===== src/hdl/nau_pkg.sv =====
`timescale 1ns / 1ps
// nau_pkg: shared types, mode codes and Q30 constants for the activation unit.
// No dependencies; imported by every nau_* module and the core.
package nau_pkg;

  // Payload of one item on each channel
  typedef struct packed {
    logic signed [31:0] sample;
    logic               last;
  } in_item_t;

  typedef struct packed {
    logic signed [31:0] activated;
    logic               last_out;
  } out_item_t;

  // Sideband that travels alongside the exp/divide datapath
  typedef struct packed {
    logic               valid;
    logic               last;
    logic [3:0]         mode;
    logic               neg;     // sample < 0
    logic signed [31:0] simple;  // result of the piecewise-linear modes, saturated
  } tag_t;

  // Activation modes
  localparam logic [3:0] MODE_LINEAR   = 4'd0;
  localparam logic [3:0] MODE_LOGISTIC = 4'd1;
  localparam logic [3:0] MODE_LOGGY    = 4'd2;
  localparam logic [3:0] MODE_RELU     = 4'd3;
  localparam logic [3:0] MODE_ELU      = 4'd4;
  localparam logic [3:0] MODE_SELU     = 4'd5;
  localparam logic [3:0] MODE_RELIE    = 4'd6;
  localparam logic [3:0] MODE_RAMP     = 4'd7;
  localparam logic [3:0] MODE_LEAKY    = 4'd8;
  localparam logic [3:0] MODE_TANH     = 4'd9;
  localparam logic [3:0] MODE_PLSE     = 4'd10;
  localparam logic [3:0] MODE_STAIR    = 4'd11;
  localparam logic [3:0] MODE_HARDTAN  = 4'd12;
  localparam logic [3:0] MODE_LHTAN    = 4'd13;

  // Register map
  localparam logic [2:0] ADDR_MODE = 3'd0;

  // Q30 constants
  localparam logic [30:0] Q30_ONE   = 31'd1073741824;
  localparam logic [30:0] C_P01     = 31'd10737418;
  localparam logic [30:0] C_P1      = 31'd107374182;
  localparam logic [30:0] C_P001    = 31'd1073742;
  localparam logic [30:0] C_P125    = 31'd134217728;
  localparam logic [30:0] C_LAMBDA  = 31'd1128180534;
  localparam logic [30:0] C_LAMALPH = 31'd1887671670;
  localparam logic [30:0] C_LOG2E   = 31'd1549082005;
  localparam logic [30:0] C_LN2     = 31'd744261118;

endpackage


===== src/hdl/nau_front.sv =====
`timescale 1ns / 1ps
// nau_front: three-stage front end. Piecewise-linear modes, exp argument
// reduction (t*log2e, f*ln2). Depends on nau_pkg.
module nau_front #(
  parameter int FRAC_BITS = 16
) (
  input  logic               clk,
  input  logic               rst,
  input  logic               en,
  input  logic               in_valid,
  input  logic               in_last,
  input  logic [3:0]         in_mode,
  input  logic signed [31:0] in_x,
  output logic [29:0]        y,
  output logic [5:0]         k,
  output logic               zero,
  output nau_pkg::tag_t      tag
);
  import nau_pkg::*;

  localparam logic [32:0]        T_LIMIT = 33'(32) << FRAC_BITS;
  localparam int                 SH24    = 24 - FRAC_BITS;
  localparam logic signed [33:0] ONE34   = 34'sd1 <<< FRAC_BITS;
  localparam logic signed [33:0] FOUR34  = 34'sd4 <<< FRAC_BITS;
  localparam logic signed [35:0] ONE36   = 36'sd1 <<< FRAC_BITS;
  localparam logic signed [35:0] FOUR36  = 36'sd4 <<< FRAC_BITS;
  localparam logic signed [35:0] HALF36  = 36'sd1 <<< (FRAC_BITS - 1);
  localparam logic signed [35:0] FMASK   = (36'sd1 <<< FRAC_BITS) - 36'sd1;
  localparam logic signed [35:0] SAT_MAX = 36'sd2147483647;
  localparam logic signed [35:0] SAT_MIN = -36'sd2147483648;

  // stage 0 (combinational)
  logic [31:0]        ax;
  logic [32:0]        tw;
  logic [32:0]        tsh;
  logic signed [33:0] xe;
  logic signed [33:0] v;
  logic [30:0]        c;

  always_comb begin
    ax  = in_x[31] ? 32'(-in_x) : 32'(in_x);
    tw  = (in_mode == MODE_TANH) ? {ax, 1'b0} : {1'b0, ax};
    tsh = tw << SH24;
    xe  = 34'(in_x);
    v   = xe;
    c   = '0;
    case (in_mode)
      MODE_RELIE: c = C_P01;
      MODE_RAMP, MODE_LEAKY: c = C_P1;
      MODE_SELU: c = C_LAMBDA;
      MODE_PLSE: begin
        if (xe < -FOUR34) begin
          v = xe + FOUR34;
          c = C_P01;
        end else if (xe > FOUR34) begin
          v = xe - FOUR34;
          c = C_P01;
        end else begin
          c = C_P125;
        end
      end
      MODE_LHTAN: begin
        c = C_P001;
        if (xe > ONE34) v = xe - ONE34;
      end
      default: c = '0;
    endcase
  end

  // stage 1
  logic               s1_valid, s1_last, s1_vneg, s1_zero;
  logic [3:0]         s1_mode;
  logic signed [31:0] s1_x;
  logic [32:0]        s1_mv;
  logic [30:0]        s1_c;
  logic [28:0]        s1_t24;

  always_ff @(posedge clk) begin
    if (rst) begin
      s1_valid <= 1'b0;
    end else if (en) begin
      s1_valid <= in_valid;
      s1_last  <= in_last;
      s1_mode  <= in_mode;
      s1_x     <= in_x;
      s1_vneg  <= v[33];
      s1_mv    <= v[33] ? 33'(-v) : 33'(v);
      s1_c     <= c;
      s1_t24   <= tsh[28:0];
      s1_zero  <= (tw >= T_LIMIT);
    end
  end

  // stage 2: constant multiply and t*log2e
  logic [63:0] pm;
  logic [59:0] pu;
  assign pm = 64'(s1_mv) * 64'(s1_c);
  assign pu = 60'(s1_t24) * 60'(C_LOG2E);

  logic               s2_valid, s2_last, s2_vneg, s2_zero;
  logic [3:0]         s2_mode;
  logic signed [31:0] s2_x;
  logic [33:0]        s2_m;
  logic [29:0]        s2_u;

  always_ff @(posedge clk) begin
    if (rst) begin
      s2_valid <= 1'b0;
    end else if (en) begin
      s2_valid <= s1_valid;
      s2_last  <= s1_last;
      s2_mode  <= s1_mode;
      s2_x     <= s1_x;
      s2_vneg  <= s1_vneg;
      s2_zero  <= s1_zero;
      s2_m     <= pm[63:30];
      s2_u     <= pu[59:30];
    end
  end

  // stage 3: piecewise-linear result, f*ln2
  logic signed [35:0] mc, xe36, hone, fr, r, rs;
  logic signed [31:0] nfl, hh;
  logic [53:0]        pf;

  always_comb begin
    mc   = s2_vneg ? -$signed(36'(s2_m)) : $signed(36'(s2_m));
    xe36 = 36'(s2_x);
    nfl  = s2_x >>> FRAC_BITS;
    hh   = nfl >>> 1;
    hone = 36'(hh) <<< FRAC_BITS;
    fr   = xe36 & FMASK;
    case (s2_mode)
      MODE_LINEAR, MODE_ELU: r = xe36;
      MODE_RELU:             r = (xe36 > 0) ? xe36 : '0;
      MODE_SELU:             r = mc;
      MODE_RELIE, MODE_LEAKY: r = (xe36 > 0) ? xe36 : mc;
      MODE_RAMP:             r = ((xe36 > 0) ? xe36 : 36'sd0) + mc;
      MODE_PLSE: begin
        if (xe36 < -FOUR36)     r = mc;
        else if (xe36 > FOUR36) r = mc + ONE36;
        else                    r = mc + HALF36;
      end
      MODE_STAIR:            r = nfl[0] ? hone + fr : hone;
      MODE_HARDTAN: begin
        if (xe36 < -ONE36)     r = -ONE36;
        else if (xe36 > ONE36) r = ONE36;
        else                   r = xe36;
      end
      MODE_LHTAN: begin
        if (xe36 < 0)          r = mc;
        else if (xe36 > ONE36) r = mc + ONE36;
        else                   r = xe36;
      end
      default:               r = '0;
    endcase
    if (r > SAT_MAX)      rs = SAT_MAX;
    else if (r < SAT_MIN) rs = SAT_MIN;
    else                  rs = r;
  end

  assign pf = 54'(s2_u[23:0]) * 54'(C_LN2);

  always_ff @(posedge clk) begin
    if (rst) begin
      tag.valid <= 1'b0;
    end else if (en) begin
      tag.valid  <= s2_valid;
      tag.last   <= s2_last;
      tag.mode   <= s2_mode;
      tag.neg    <= s2_x[31];
      tag.simple <= rs[31:0];
      y          <= pf[53:24];
      k          <= s2_u[29:24];
      zero       <= s2_zero;
    end
  end

endmodule


===== config.mk =====
export PLATFORM = sky130hd
export DESIGN_NAME = nau_front
export DESIGN_NICKNAME = d
export VERILOG_FILES = /design/src/hdl/nau_pkg.sv /design/src/hdl/nau_front.sv
export SDC_FILE = /design/constraint.sdc
export NUM_CORES = 2
export LEC_CHECK = 0
export BUFFER_PORTS_ARGS = -buffer_cell sky130_fd_sc_hd__buf_2
export CAP_MARGIN = 40
export CORE_ASPECT_RATIO = 0.9
export CORE_MARGIN = 5
export CORE_UTILIZATION = 50
export DETAILED_ROUTE_END_ITERATION = 12
export PLACE_DENSITY = 0.74
export SYNTH_ARGS = -nofsm -noshare
export SYNTH_HDL_FRONTEND = slang
export SYNTH_SLANG_ARGS = --single-unit

===== constraint.sdc =====
create_clock -name clk -period 14.7 [get_ports clk]
set_input_delay 0.735 -clock clk [delete_from_list [all_inputs] [get_ports clk]]
set_output_delay 0.735 -clock clk [all_outputs]
set_load 0.01 [all_outputs]

==> summary.md <==
| Metric | Value |
|---|---|
| Flip-flop and latch count after synthesis | `287` |
| Total Die Area | `139000 um2` |
| Remaining antenna violation count | `0` |
| Number of buffers inserted during clock tree synthesis | `37` |
| Top library cells by usage in the layout, fill and taps aside | `inv_1, fa_1, ha_1` |
| Area of the placeable core | `131000 um2` |
| Yosys top cell by area | `fa_1` |
| Final number of setup-violating endpoints | `0` |
| Placement Rows | `126` |
| FMAX | `99.4 MHz` |
| Most area-consuming cells after synthesis | `fa_1, ha_1, edfxtp_1` |
| Detailed placer's ending HPWL | `172000 um` |
| Post-Syn Instances | `6659` |
| Fraction of layout cells with a size suffix above 1 | `4.79%` |
| Critical Path Max Stage Delay | `0.78 ns` |
| Via count of the first global-routing pass | `50400` |
| WP data required | `15.08 ns` |
| Slew of the pin with the lowest slew margin | `0.884 ns` |
| Largest net degree at the start of global routing | `137` |
| Deepest level of the CTS H-tree | `2` |
| Result of the run | `complete, no violations` |
| Number of setup buffers added after CTS | `0` |
| Post-Syn Area per Cell | `9.85 um2` |
| Hold slack | `0.337 ns` |
| YS warnings | `0` |
| Slowest library cell on the worst path | `edfxtp_1` |
| Post-route minimum period | `10.06 ns` |
| TNS Setup | `0 ns` |
| Crit Path Class | `reg -> reg` |
| Worst min-delay path class | `in -> reg` |
| Setup clock skew after layout | `0.0276 ns` |
| Remaining global-route overflow | `0` |
| Crit path DAT | `10.43 ns` |
| Growth of design area from synthesis to finish | `5.93%` |
| Number of enable flip-flop cells after synthesis | `284` |
| Area fraction of the dominant cell type after synthesis | `36.3%` |
| Cell mode on critical path | `fa_1` |
| Number of endpoints with negative hold slack in the final report | `0` |
| Final routed wirelength across all metal layers | `199000 um` |
| Initial DRT Pass Iterations | `8` |
| Slew HR | `40.6%` |
| Routed wire length per instance | `23.5 um` |
| Number of DRC violations after detailed-routing iteration 0 | `4417` |
| Synth async-reset ratio | `0%` |
| Clock tree from TritonCTS | `built` |
| Synthesized area | `65600 um2` |
| Unrepaired setup endpoints after global routing | `no` |
| Vertical die dimension | `354 um` |
| CTS Hold Bufs | `0` |
| Primary FF master, synth | `edfxtp_1` |
| Overall Global Routing Usage | `28.8%` |
| DRC violations left | `0` |
| Final Max Tran Viols | `0` |
| Max clock buf depth | `3` |
| Cell at the root of the clock tree | `clkbuf_16` |
| Antenna violations before repair | `9` |
| Vias after detailed routing | `48200` |
| Sequential cell area fraction in the yosys report | `13.1%` |
| Die Wd | `392 um` |
| Initial Utilization | `50.2%` |
| Io pins | `117` |
| Post-DR vias/cell | `5.70` |
| Worst Path Max Fanout | `16` |
| Max Cap Viol | `0` |
| Total number of clock tree sinks | `287` |
| Clock edge transition at the registers on the reported setup and hold paths | `0.06 ns` |
| Count of buffers inserted at the top-level ports | `116` |
| Startpoint kind of the worst setup timing path | `flop` |
| Wire length of the first global-routing pass | `304000 um` |
| CP endpoint kind | `flop` |
| Clk_lat worst skew | `0.58 ns` |
| Most common cell after layout, fill and taps aside | `inv_1` |
| Post-cts repair resize count | `0` |
| Post-route fraction of the period consumed by the critical path | `68.4%` |
| Net count reported at finish | `8844` |
| Placer's final routability congestion estimate | `1.02` |
| Count of distinct cell types in the synthesized netlist | `88` |
==> flip-flops by register name, summed over array words and instances (netlist names) <==
name	count
tag	39
s2_m	34
s1_mv	32
s1_x	32
s2_x	32
s2_u	30
y	30
s1_t24	21
s1_c	14
k	6
s1_mode	4
s2_mode	4
s1_last	1
s1_valid	1
s1_vneg	1
s1_zero	1
s2_last	1
s2_valid	1
s2_vneg	1
s2_zero	1
zero	1
==> synth_stat cells (10+ instances only) <==
master,number
a2111oi_0,12
a211o_1,12
a211oi_1,33
a21o_1,88
a21oi_1,185
a221o_1,10
a221oi_1,19
a222oi_1,13
a31o_2,13
a31oi_1,37
and2_1,304
and3_1,25
and4_1,14
clkbuf_1,167
edfxtp_1,284
fa_1,1190
ha_1,924
inv_1,1695
maj3_1,10
mux2i_1,10
nand2_1,404
nand2b_1,32
nand3_1,56
nand3b_1,13
nand4_1,31
nor2_1,215
nor2b_1,35
nor3_1,81
nor4_1,20
o2111ai_1,10
o211ai_1,17
o21a_1,19
o21ai_0,124
o21ai_2,30
o21bai_1,27
o22ai_1,18
o31ai_1,21
o41ai_1,14
or2_2,19
or3_1,17
xnor2_1,159
xor2_1,100
==> worst paths after layout <==
check	slack, ns	start	cells past startpoint	endpoint
worst min-delay path	0.34	in_last	1	s1_last$_DFFE_PP_
worst min register to register	0.42	s1_x[23]$_DFFE_PP_	0	s2_x[23]$_DFFE_PP_
worst max-delay path	4.64	s1_mv[14]$_DFFE_PP_	29	s2_m[26]$_DFFE_PP_
worst max register to register	4.64	s1_mv[14]$_DFFE_PP_	29	s2_m[26]$_DFFE_PP_
==> cell families after synthesis <==
| group | after synthesis | share of synthesized area (%) |
|---|---|---|
| AOI/OAI and AO/OA | 787 | 8.20 |
| xor gates and xnor gates | 259 | 3.46 |
| adders and majority gates | 2124 | 54.1 |
| buffers and inverters | 1885 | 10.9 |
| DFF | 287 | 13.1 |
| muxes | 12 | 0.204 |
| other | 1 | 0.00572 |
| and+or+nand+nor | 1304 | 10.1 |
==> area by class of cell <==
cell class | count | area, um2
clock buffers | 42 | 997
clock inverters | 26 | 397
diodes | 2 | 5.00
well taps | 1728 | 2160
flip-flops and latches | 287 | 8590
inverters | 1698 | 6370
fillers | 11700 | 61200
multi-input cells | 4491 | 49900
repair buffers | 174 | 1050
==> routing by layer <==
metal	GRT usage, %	vias up	part of all wire, %
met5	0	-	0.044
met3	8.57	238	12
met2	43.7	2331	44
met1	41.4	24400	42
met4	5.26	2	2.0
li1	-	21200	-
==> per-stage QoR <==
| step | std cells | setup WS [ns] | instance area [um2] | utilization, % |
|---|---|---|---|---|
| floorplan | 6663 | 0.439 | 65600 | - |
| CTS | 8446 | 4.67 | 69500 | 53.2 |
| detailed placement | 8378 | 4.64 | 68100 | 52.1 |
| finish | 8448 | 4.64 | 69500 | 53.2 |
| global route | 8446 | 4.15 | 69500 | 53.2 |
| global placement | 8370 | 4.86 | 68000 | 52.0 |
==> worst max-delay path: cells and delay by family, from the launching register on <==
family	cells	cell delay, ns
compound gates	9	3.28
fa+ha+maj	9	4.17
buf+inv	7	0.61
flops	1	0.78
simple gates	4	1.02
Power is not shown: default switching activity piles up to over one toggle a cycle in this logic, so the estimate is an artifact.
