--- config.mk ---
export PLATFORM = sky130hd
export DESIGN_NAME = nau_div
export DESIGN_NICKNAME = d
export VERILOG_FILES = /design/src/hdl/nau_pkg.sv /design/src/hdl/nau_div.sv
export SDC_FILE = /design/constraint.sdc
export NUM_CORES = 2
export LEC_CHECK = 0
export ABC_AREA = 1
export BUFFER_PORTS_ARGS = -buffer_cell sky130_fd_sc_hd__buf_2
export CORE_ASPECT_RATIO = 2
export CORE_UTILIZATION = 59
export CTS_CLUSTER_SIZE = 28
export DETAILED_ROUTE_END_ITERATION = 12
export PLACE_DENSITY = 0.88
export SLEW_MARGIN = 20
export SYNTH_ARGS = -nofsm -noshare
export SYNTH_HDL_FRONTEND = slang
export SYNTH_SLANG_ARGS = --single-unit
--- constraint.sdc ---
create_clock -name clk -period 52.1 [get_ports clk]
set_input_delay 0 -clock clk [delete_from_list [all_inputs] [get_ports clk]]
set_output_delay 0 -clock clk [all_outputs]
set_load 0.005 [all_outputs]
--- src/hdl/nau_pkg.sv ---
`timescale 1ns / 1ps
// nau_pkg: shared types, mode codes and Q30 constants for the activation unit.
// No dependencies; imported by every nau_* module and the core.
package nau_pkg;

  // Payload of one item on each channel
  typedef struct packed {
    logic signed [31:0] sample;
    logic               last;
  } in_item_t;

  typedef struct packed {
    logic signed [31:0] activated;
    logic               last_out;
  } out_item_t;

  // Sideband that travels alongside the exp/divide datapath
  typedef struct packed {
    logic               valid;
    logic               last;
    logic [3:0]         mode;
    logic               neg;     // sample < 0
    logic signed [31:0] simple;  // result of the piecewise-linear modes, saturated
  } tag_t;

  // Activation modes
  localparam logic [3:0] MODE_LINEAR   = 4'd0;
  localparam logic [3:0] MODE_LOGISTIC = 4'd1;
  localparam logic [3:0] MODE_LOGGY    = 4'd2;
  localparam logic [3:0] MODE_RELU     = 4'd3;
  localparam logic [3:0] MODE_ELU      = 4'd4;
  localparam logic [3:0] MODE_SELU     = 4'd5;
  localparam logic [3:0] MODE_RELIE    = 4'd6;
  localparam logic [3:0] MODE_RAMP     = 4'd7;
  localparam logic [3:0] MODE_LEAKY    = 4'd8;
  localparam logic [3:0] MODE_TANH     = 4'd9;
  localparam logic [3:0] MODE_PLSE     = 4'd10;
  localparam logic [3:0] MODE_STAIR    = 4'd11;
  localparam logic [3:0] MODE_HARDTAN  = 4'd12;
  localparam logic [3:0] MODE_LHTAN    = 4'd13;

  // Register map
  localparam logic [2:0] ADDR_MODE = 3'd0;

  // Q30 constants
  localparam logic [30:0] Q30_ONE   = 31'd1073741824;
  localparam logic [30:0] C_P01     = 31'd10737418;
  localparam logic [30:0] C_P1      = 31'd107374182;
  localparam logic [30:0] C_P001    = 31'd1073742;
  localparam logic [30:0] C_P125    = 31'd134217728;
  localparam logic [30:0] C_LAMBDA  = 31'd1128180534;
  localparam logic [30:0] C_LAMALPH = 31'd1887671670;
  localparam logic [30:0] C_LOG2E   = 31'd1549082005;
  localparam logic [30:0] C_LN2     = 31'd744261118;

endpackage

--- src/hdl/nau_div.sv ---
`timescale 1ns / 1ps
// nau_div: ratio stage. Forms numerator/divisor from exp, runs a restoring
// divider two quotient bits per stage, and the elu/selu magnitudes. Uses nau_pkg.
module nau_div #(
  parameter int FRAC_BITS = 16
) (
  input  logic                 clk,
  input  logic                 rst,
  input  logic                 en,
  input  logic [30:0]          e,
  input  nau_pkg::tag_t        tag_in,
  output logic [FRAC_BITS:0]   quo,
  output logic [31:0]          alt,
  output nau_pkg::tag_t        tag_out
);
  import nau_pkg::*;

  localparam int NSTEP = FRAC_BITS + 1;
  localparam int NSTG  = (NSTEP + 1) / 2;
  localparam int QW    = FRAC_BITS + 1;

  // prep stage
  logic [30:0] om;
  logic [61:0] sp;
  logic [31:0] num;

  always_comb begin
    om = Q30_ONE - e;
    sp = 62'(om) * 62'(C_LAMALPH);
    if (tag_in.mode == MODE_LOGISTIC) num = tag_in.neg ? 32'(e) : 32'(Q30_ONE);
    else                              num = 32'(om);
  end

  logic [31:0] p_a, p_d;
  logic [30:0] p_om;
  logic [61:0] p_sp;
  tag_t        p_tag;

  always_ff @(posedge clk) begin
    if (rst) begin
      p_tag.valid <= 1'b0;
    end else if (en) begin
      p_tag <= tag_in;
      p_a   <= num;
      p_d   <= 32'(Q30_ONE) + 32'(e);
      p_om  <= om;
      p_sp  <= sp;
    end
  end

  logic [31:0]   ch_r   [0:NSTG];
  logic [31:0]   ch_d   [0:NSTG];
  logic [QW-1:0] ch_q   [0:NSTG];
  logic [31:0]   ch_alt [0:NSTG];
  tag_t          ch_tag [0:NSTG];

  assign ch_r[0]   = p_a;
  assign ch_d[0]   = p_d;
  assign ch_q[0]   = '0;
  assign ch_tag[0] = p_tag;
  assign ch_alt[0] = (p_tag.mode == MODE_SELU) ? 32'(p_sp >> (60 - FRAC_BITS))
                                               : 32'(p_om >> (30 - FRAC_BITS));

  for (genvar s = 0; s < NSTG; s++) begin : g_stg
    logic [31:0]   r_n;
    logic [QW-1:0] q_n;
    logic [31:0]   st_r, st_d, st_alt;
    logic [QW-1:0] st_q;
    tag_t          st_tag;

    always_comb begin
      r_n = ch_r[s];
      q_n = ch_q[s];
      for (int j = 0; j < 2; j++) begin
        if (2 * s + j < NSTEP) begin
          if (2 * s + j > 0) r_n = r_n << 1;
          if (r_n >= ch_d[s]) begin
            r_n = r_n - ch_d[s];
            q_n = {q_n[QW-2:0], 1'b1};
          end else begin
            q_n = {q_n[QW-2:0], 1'b0};
          end
        end
      end
    end

    always_ff @(posedge clk) begin
      if (rst) begin
        st_tag.valid <= 1'b0;
      end else if (en) begin
        st_tag <= ch_tag[s];
        st_r   <= r_n;
        st_q   <= q_n;
        st_d   <= ch_d[s];
        st_alt <= ch_alt[s];
      end
    end

    assign ch_r[s+1]   = st_r;
    assign ch_d[s+1]   = st_d;
    assign ch_q[s+1]   = st_q;
    assign ch_alt[s+1] = st_alt;
    assign ch_tag[s+1] = st_tag;
  end

  assign quo     = ch_q[NSTG];
  assign alt     = ch_alt[NSTG];
  assign tag_out = ch_tag[NSTG];

endmodule

==> results_dict.tcl, run 1 <==
set metrics [dict create \
    synthSimpleGateAreaFrac 0.2524 \
    synth_xor_area_frac 0.02971 \
    toolErrorMsg "[ERROR GRT-0116] Global routing finished with congestion. Check the congestion regions in the DRC Viewer." \
    dp_hpwl_um 345800 \
    synth-warning-count 0 \
    fp.dieH_um 579.0 \
    dpl.cell_count 14430 \
    grt_pass1_vias 109900 \
    core.rowCount 211 \
    syn_inst 12270 \
    io_pins 161 \
    htreeDepth 3 \
    outcome "aborted with a tool error" \
    place_congestion 1.139 \
    portBuffers 146 \
    synthAdderAreaFrac 0.1754 \
    grt_pass1_wl_um 866000 \
    muxShareOfSynthArea 0.001949 \
    grt_util_all_layers 0.7011 \
    failing_step "5_1_grt" \
    grt_max_degree 173 \
    ys_ff_latch 1243 \
    root_buffer "clkbuf_16" \
    avgSynthCellArea_sq_um 8.001 \
    synth_compound_area_frac 0.06239 \
    async_reset_ff_frac 0 \
    cts_made_buffers 110 \
    seq_area_frac_synth 0.3791 \
    netlist_area_sq_um 98200 \
    synth.distinct_cells 55 \
    synth_ff_type "edfxtp_1" \
    start_util 0.5942 \
    synth-edff-count 1233 \
    cts.sinks 1243 \
    die_w_um 290.5 \
    overflow 1502 \
    cts_buffer_depth 3 \
    synth_top_family_by_area "simple AND/OR/NAND/NOR gates" \
]
what timing repair did:
action / 4_1_cts
resized for setup: 0
buffers inserted: 0
hold buffers: 117
hold endpoints to repair: 148
synth_stat cells (3+ instances only):
cell type | n | area (sq um)
and3_1 | 3 | 18.77
ha_1 | 921 | 11520
xnor2_1 | 145 | 1270
o22ai_1 | 26 | 162.7
nor2_4 | 6 | 67.56
clkbuf_1 | 22 | 82.58
or2_1 | 3 | 18.77
or2_2 | 6 | 37.54
buf_4 | 80 | 600.6
nor2_2 | 5 | 31.28
nand3b_1 | 174 | 1306
nand3_1 | 774 | 3874
xor2_2 | 9 | 146.4
a21oi_2 | 4 | 35.03
mux2_2 | 17 | 191.4
nor3_1 | 101 | 505.5
o21a_1 | 40 | 300.3
a21oi_1 | 590 | 2953
nand2_4 | 5 | 56.30
edfxtp_1 | 1233 | 37030
a31oi_1 | 7 | 43.79
inv_2 | 18 | 67.56
nand3_2 | 3 | 30.03
o211ai_1 | 16 | 120.1
dfxtp_1 | 10 | 200.2
a21boi_0 | 14 | 105.1
fa_1 | 285 | 5705
o21ai_0 | 294 | 1471
o21ai_1 | 14 | 70.07
o21bai_1 | 84 | 630.6
nand2_1 | 3719 | 13960
and2_1 | 130 | 813.3
nor4_1 | 13 | 81.33
xor2_1 | 162 | 1419
inv_1 | 2268 | 8513
nand2_2 | 19 | 118.9
buf_2 | 78 | 390.4
a21o_1 | 23 | 172.7
buf_6 | 6 | 67.56
nand4_1 | 98 | 613.1
xor2_4 | 3 | 82.58
nor2_1 | 829 | 3112
per-stage QoR:
step / worst slack (ps) / util / instance area [sq um]
2_1_floorplan: 19030 / - / 98250
3_3_place_gp: 43430 / 0.6112 / 101000
3_5_place_dp: 43480 / 0.6112 / 101000
4_1_cts: 43700 / 0.6419 / 106100
cells by family after synthesis:
kind of cell	Yosys count
multiplexers	17
flip-flops	1243
other	1
XOR/XNOR	319
buffers and inverters	2472
adder cells (fa/ha/maj)	1206
AO/OA/AOI/OAI	1119
AND/OR/NAND/NOR	5897
metal layers:
layer	overflow	track usage
met1	25	0.6344
met2	1003	0.9548
met3	18	0.4787
met4	444	0.8118
met5	12	0.1458
==> run 2, diff against run 1 <==
Settings changed: CORE_ASPECT_RATIO 2 to unset, CORE_UTILIZATION 59 to 40, CTS_CLUSTER_SIZE 28 to unset, PLACE_DENSITY 0.88 to unset, PLACE_DENSITY_LB_ADDON set to 0.15.
Clock period 52.1 ns to 67.7 ns, I/O delays scaled along.
==> run 2 against run 1 <==
Against the previous run:
- the run now ends clean
- synthesized cell count is the same
- area after synthesis is the same
==> results_dict.tcl, run 2 <==
set metrics [dict create \
    power_switching_share 0.5349 \
    final-hold-violation-count 0 \
    synth.distinct_cells 55 \
    p_leak_nw 52.88 \
    crit_fanout 14 \
    cts_hold_buf 140 \
    postPlaceCellArea_sq_um 102300 \
    maxSlewViolCount 0 \
    wl_per_cell_um 21.82 \
    seqPwrFrac 0.180 \
    die-area_sq_um 247500 \
    synth-warning-count 0 \
    ys_top_cells_by_count "nand2_1 (3719), inv_1 (2268), edfxtp_1 (1233)" \
    tightest_slew_ps 1148 \
    post-cts-setup-buffers 0 \
    cpPeakStageDelay_ps 740 \
    grt_util_all_layers 0.2767 \
    arrival_ps 9040 \
    outcome "completed" \
    ant_nets 0 \
    p_total_mw 5.837 \
    core.rowCount 181 \
    die_w_um 497.5 \
    clkTransAtPathRegs_ps 60 \
    path_class "in -> reg" \
    vias 81190 \
    final_common_cell "nand2_1" \
    root_buffer "clkbuf_16" \
    synth_ff_type "edfxtp_1" \
    synth-edff-count 1233 \
    dpl.cell_count 15500 \
    avgSynthCellArea_sq_um 8.001 \
    place_congestion 0.9826 \
    finalSetupViolations 0 \
    ys_ff_latch 1243 \
    final_layout_size_suffix_gt1_frac 0.04180 \
    async_reset_ff_frac 0 \
    clk_latency_ps 850 \
    htreeDepth 4 \
    io_pins 161 \
    switchingPower_mw 3.122 \
    wl_um 347200 \
    overflow 0 \
    finalNetCount 13860 \
    final_cell_area_sq_um 108700 \
    internal_power_mw 2.715 \
    dp_hpwl_um 293700 \
    most-common-layout-cells "nand2_1 (3718), inv_1 (2268), edfxtp_1 (1233)" \
    crit_path_start_kind "input pin" \
    p_clk_frac 0.140 \
    antenna_found_initial 15 \
    largest_reg_flops 351 \
    core-area_sq_um 243700 \
    vdd_drop_max_uv 91.34 \
    yosysTopAreaCellShare 0.3770 \
    cts_buffer_depth 3 \
    hold_depth 2 \
    yosys.area.top_type "edfxtp_1" \
    vias_per_cell 5.103 \
    syn_inst 12270 \
    portBuffers 146 \
    drt_pass1_iterations 6 \
    synth_area_leaders "edfxtp_1 (38%), nand2_1 (14%), ha_1 (12%)" \
    start_util 0.4030 \
    yosysMostFrequentCell "nand2_1" \
    grt_pass1_vias 79580 \
    initialDrtViolationCount 6433 \
    cts.sinks 1243 \
    cap_violations 0 \
    slew_headroom 0.2327 \
    fp.dieH_um 497.5 \
    seq_area_frac_synth 0.3791 \
    worst_path_most_repeated_cell "fa_1" \
    max_freq_mhz 118.0 \
    setup_tns_ps 0 \
    ctsResizeCount 0 \
    area_growth_pct 10.73 \
    cts_made_buffers 146 \
    drc_errors 0 \
    reg2reg_depth 22 \
    grt_max_degree 151 \
    min_path_type "in -> reg" \
    fin_cells 15910 \
    grt_pass1_wl_um 511900 \
    finClkSkew_ps 74.06 \
    power_frac_comb 0.680 \
    netlist_area_sq_um 98200 \
    worstPathRequired_ps 68270 \
    cts_tree "built" \
    rsz0062_at_grt "no" \
    fin_crit_sh 0.1251 \
    cp_slowest_cell "xor2_1" \
    period_needed_ps 8473 \
    worstSetupEndpointType "flop" \
    final_util 0.4463 \
    p_per_area_nw_per_um2 53.68 \
]
run 2: cell counts after synthesis:
No cell type changed its count.
run 2: logic make-up (layout without fill, tap and decap cells):
family                   after synthesis  count (layout)  share of synthesized area
adder cells (fa/ha/maj)             1206            1206                     0.1754
XOR/XNOR                             319             319                    0.02971
multiplexers                          17              17                   0.001949
other                                  1              18                 0.00003819
AND/OR/NAND/NOR                     5897            5897                     0.2524
flip-flops                          1243            1243                     0.3791
buffers and inverters               2472            2888                    0.09900
AO/OA/AOI/OAI                       1119            1119                    0.06239
run 2: final cells by class:
cell class                      instances  area (sq um)
Antenna cell                            4         10.01
Clock buffer                          168          3736
Clock inverter                        102          1303
Fill cell                           24620        134900
Inverter                             2286          8581
Multi-Input combinational cell       8572         51370
Sequential cell                      1243         37230
Tap cell                             3202          4006
Timing Repair Buffer                  332          2506
run 2: layer usage:
metal | up-vias | GRT usage | share of wire
met5 | - | 0 | 0.000049
met4 | 2 | 0.07898 | 0.029
met3 | 375 | 0.02829 | 0.043
met2 | 2011 | 0.4597 | 0.47
met1 | 38800 | 0.3806 | 0.46
li1 | 40010 | - | -
run 2: power by group through the flow:
stage	clock (mW)	combinational [mW]	sequential, mW
6_report	0.818	3.97	1.05
5_1_grt	0.870	4.46	1.05
4_1_cts	0.843	3.99	1.05
3_5_place_dp	0	3.95	1.07
3_3_place_gp	0	3.96	1.07
2_1_floorplan	0	2.67	1.09
run 2: path summary, 6_finish.rpt:
path	start	to	slack [ps]
setup / recovery	e[0]	p_sp[49]	59230
hold / removal	e[14]	p_d[14]	70
setup reg to reg	p_d[14]	g_stg[0].st_r[24]	61140
hold reg to reg	ch_tag[282]	ch_tag[243]	400
run 2: through the flow:
step                hold WS (ps)  worst slack [ps]
floorplan                  69.07             13600
global placement           176.7             58890
detailed placement         179.2             59070
CTS                       0.1434             59390
global route               32.76             58890
finish                     65.71             59230
run 2: critical path, delay by kind of cell:
family                     cells  cell delay (ps)
buffers and inverters          9             1690
xor gates and xnor gates       2              800
adders and majority gates     10             4620
and+or+nand+nor               10             1910
Power figures use the tool's default switching activity.
